### src/hw/rtl/ssp_isqrt_pipe.sv
// Free-running pipelined integer square root, two radicand bits per stage.
module ssp_isqrt_pipe #(
    parameter int VW = 64
) (
    input  logic            i_clk,
    input  logic [VW-1:0]   i_val,
    output logic [VW/2-1:0] o_root
);

    localparam int RW   = VW / 2;
    localparam int REMW = RW + 2;

    logic [REMW-1:0] r_rem  [RW-1];
    logic [VW-1:0]   r_val  [RW-1];
    logic [RW-1:0]   r_root [RW];

    for (genvar k = 0; k < RW; k++) begin : g_stage
        logic [REMW-1:0] rem_in;
        logic [VW-1:0]   val_in;
        logic [RW-1:0]   root_in;
        logic [REMW+1:0] cur;
        logic [REMW-1:0] trial;
        logic            ge;

        if (k == 0) begin : g_first
            assign rem_in  = '0;
            assign val_in  = i_val;
            assign root_in = '0;
        end else begin : g_next
            assign rem_in  = r_rem[k-1];
            assign val_in  = r_val[k-1];
            assign root_in = r_root[k-1];
        end

        assign cur   = {rem_in, val_in[VW-1 -: 2]};
        assign trial = {root_in, 2'b01};
        assign ge    = (cur >= {2'b00, trial});

        always_ff @(posedge i_clk) begin
            r_root[k] <= {root_in[RW-2:0], ge};
        end

        if (k < RW - 1) begin : g_carry
            always_ff @(posedge i_clk) begin
                r_rem[k] <= ge ? REMW'(cur - {2'b00, trial}) : cur[REMW-1:0];
                r_val[k] <= {val_in[VW-3:0], 2'b00};
            end
        end
    end

    assign o_root = r_root[RW-1];

endmodule

### config.mk
export PLATFORM = sky130hd
export DESIGN_NAME = ssp_isqrt_pipe
export DESIGN_NICKNAME = d
export VERILOG_FILES = /design/src/hw/rtl/ssp_isqrt_pipe.sv
export SDC_FILE = /design/constraint.sdc
export NUM_CORES = 2
export LEC_CHECK = 0
export ABC_AREA = 0
export BUFFER_PORTS_ARGS = -buffer_cell sky130_fd_sc_hd__clkbuf_2
export CORE_AREA = 5 5 415 417
export CTS_BUF_LIST = sky130_fd_sc_hd__clkbuf_4 sky130_fd_sc_hd__clkbuf_8 sky130_fd_sc_hd__clkbuf_16
export CTS_CLUSTER_DIAMETER = 80
export DETAILED_ROUTE_END_ITERATION = 6
export DIE_AREA = 0 0 420 422
export PLACE_DENSITY = 0.71
export SYNTH_ARGS = -nofsm -noshare
export SYNTH_HDL_FRONTEND = slang
export SYNTH_SLANG_ARGS = --single-unit
### constraint.sdc
create_clock -name i_clk -period 4.3 [get_ports i_clk]
set_input_delay 1.29 -clock i_clk [delete_from_list [all_inputs] [get_ports i_clk]]
set_output_delay 1.29 -clock i_clk [all_outputs]
set_load 0.05 [all_outputs]
==> flow_metrics.py <==
metrics = {
    "yosys": {
        "yosysUniqueCellTypes": 93,
        "synth_edf_count": 0,
        "seq_area_frac_synth_pct": 55.0,
        "synthesis.area_sq_um": 91800,
        "synth_top_area_share_pct": 55.0,
        "synth_seq_cells": 2523,
        "synth_area_leader_cell": "dfxtp_1",
        "synth-main-ff-cell": "dfxtp_1",
        "synthCells": 9041,
        "syn_nets": 9668,
        "synthArstFlopShare_pct": 0,
        "syn_area_per_cell_sq_um": 10.2,
        "synth.most_common_cell": "dfxtp_1",
        "synth.area.top_cells": "dfxtp_1, ha_1, xnor2_1",
        "yosys_warnings": 0,
        "synth_common_cells": "dfxtp_1, inv_1, nand2_1, ha_1, o21ai_0",
    },
    "drt": {
        "num_vias": 62204,
        "dr.max_layer_used": "met5",
        "wl_met2_mm": 96.2,
        "drt_first_pass_iters": 6,
        "drt_wl_total_mm": 200,
        "met1_length_mm": 89.5,
        "drt_iter0_drc": 4177,
        "wl_per_cell_um": 17.1,
        "antenna_left": 0,
        "dr_wl_met3_mm": 8.38,
        "drcViolationCount": 0,
        "via_per_inst": 5.33,
    },
    "flow_run": {
        "maxCapViolCount": 0,
    },
    "sta": {
        "report.final.setup_viol": 0,
        "worst_slew_pin_slew_ns": 1.02,
        "hold_slack_ns": 0.295,
        "fin_crit_ns": 3.69,
        "tns_ns": 0,
        "rsz0062_at_grt": "false",
        "maxSlewViolCount": 0,
        "relSlewSlack_pct": 30.2,
        "skew_ns": 0.0645,
        "timing.final.crit_share_pct": 85.8,
        "hold_viol": 0,
        "fmax_mhz": 271,
    },
    "critical_path": {
        "worstSetupEndpointType": "register",
        "arrival_ns": 4.48,
        "crit_path_max_fanout": 5,
        "worstPathRequired_ns": 5.09,
        "start_kind": "register",
        "crit_type": "reg2reg",
    },
    "finish": {
        "area_delta_synth_final_pct": 12.7,
        "fin_util_pct": 61.4,
        "diodes": 0,
        "stdcell_count": 11670,
        "layout.nets": 9879,
        "drive_above_1_share_pct": 7.68,
    },
    "grt": {
        "antenna_found_initial": 6,
        "grt_pass1_wl_mm": 324,
        "grt_max_degree": 58,
        "grt.overflow.total": 0,
        "gr-usage-all-layers_pct": 22.4,
        "grt_pass1_vias": 61965,
    },
    "placed_design": {
        "place_inst": 11232,
        "port_buffers": 96,
        "gp_congestion": 0.925,
        "hpwl_mm": 151,
    },
    "clock_tree": {
        "post_cts_buffers": 0,
        "ctsHoldBuffers": 0,
        "clk_latency_ns": 0.87,
        "numCtsBuffers": 236,
        "tritoncts": "done",
        "clk_pin_slew_ns": 0.06,
        "clkSinkCount": 2523,
        "clockRootBuffer": "clkbuf_16",
        "ctsResizeCount": 0,
        "cts_buffer_depth": 3,
        "ctsHtreeMaxLevel": 4,
    },
    "die": {
        "coreArea_sq_um": 168000,
        "die_x_um": 420,
        "initial_core_util_pct": 54.5,
        "ios": 97,
        "die_area_sq_um": 177000,
        "rows": 151,
        "die_height_um": 422,
    },
    "power": {
        "ir_worst_vdd_uv": 454,
        "power_leakage_nw": 48.9,
        "p_per_area_nw_per_um2": 596,
    },
    "hold_path": {
        "hold_class": "reg2reg",
    },
    "run_status": {
        "status": "finished, final reports clean",
    },
}
## routing by layer
layer	GRT usage (%)	vias up
met4	7.13	2
met5	0	-
met1	28.9	29243
met2	38.6	1368
met3	3.32	365
li1	-	31226
## placed cells by master, fill, tap and decap left out, types with 214 or more instances in the layout
cell       count
nor3_1       214
o21ai_0      513
dfxtp_1     2523
xnor2_1      424
clkbuf_16    236
a21o_1       282
a21oi_1      504
xor2_1       412
nand2_1      689
ha_1         562
nor2_1       499
inv_1        725
## registers in the layout (all words and copies together) (netlist names)
register and cells:
r_rem 1003, r_val 992, r_root 528
## worst paths after layout
check                      from            end  slack (ns)  cells after the start
hold reg to reg   r_val[0][153]  r_val[0][217]        0.29                      0
setup reg to reg  r_root[21][5]  r_rem[1][237]        0.61                     12
setup / recovery  r_root[21][5]  r_rem[1][237]        0.61                     12
hold / removal    r_val[0][153]  r_val[0][217]        0.29                      0
## report_power, final
group / internal (mW) / switching (mW)
logic: 4.19 / 5.25
clock network: 12.9 / 9.12
registers: 27.2 / 2.95
total: 44.3 / 17.3
## cell type report
class	instances	area, sq um
clock buffer	294	6550
clock inverter	144	2020
fill	13686	64900
inverter	730	2740
multi-input combinational	5613	37900
sequential	2523	50500
tap	2218	2780
timing repair buffer	148	908
## worst max-delay path, stage by stage, from the launching register on
cell and delay, ns:
dfxtp_1 0.33, inv_1 0.04, ha_1 0.33, a21o_1 0.20, a21o_1 0.20, a2111oi_0 0.92, nand3_1 0.30, o2111ai_1 0.34
a31o_2 0.24, or2_2 0.13, nor2_1 0.05, nor4bb_1 0.39, xor2_1 0.18
## per-stage QoR
step / instance area (sq um) / total power, mW / setup WS [ns]
floorplan: 91800 / 36.9 / 1.16
global placement: 94900 / 39.7 / 0.779
detailed placement: 94900 / 40.0 / 0.759
CTS: 103000 / 62.2 / 0.680
global route: 103000 / 64.8 / 0.347
finish: 103000 / 61.6 / 0.612
## kinds of logic (layout without fill, tap and decap cells)
family                   Yosys count  count (layout)  synth area share, %
flip-flops                      2523            2523                 55.0
AND/OR/NAND/NOR                 2306            2306                 12.3
AO/OA/AOI/OAI                   1839            1839                 12.4
buffers and inverters            905            1316                 3.74
XOR/XNOR                         836             836                 7.98
adder cells (fa/ha/maj)          562             562                 7.66
multiplexers                      69              69                0.832
other                              1               1              0.00409
(Power assumes the default switching activity.)
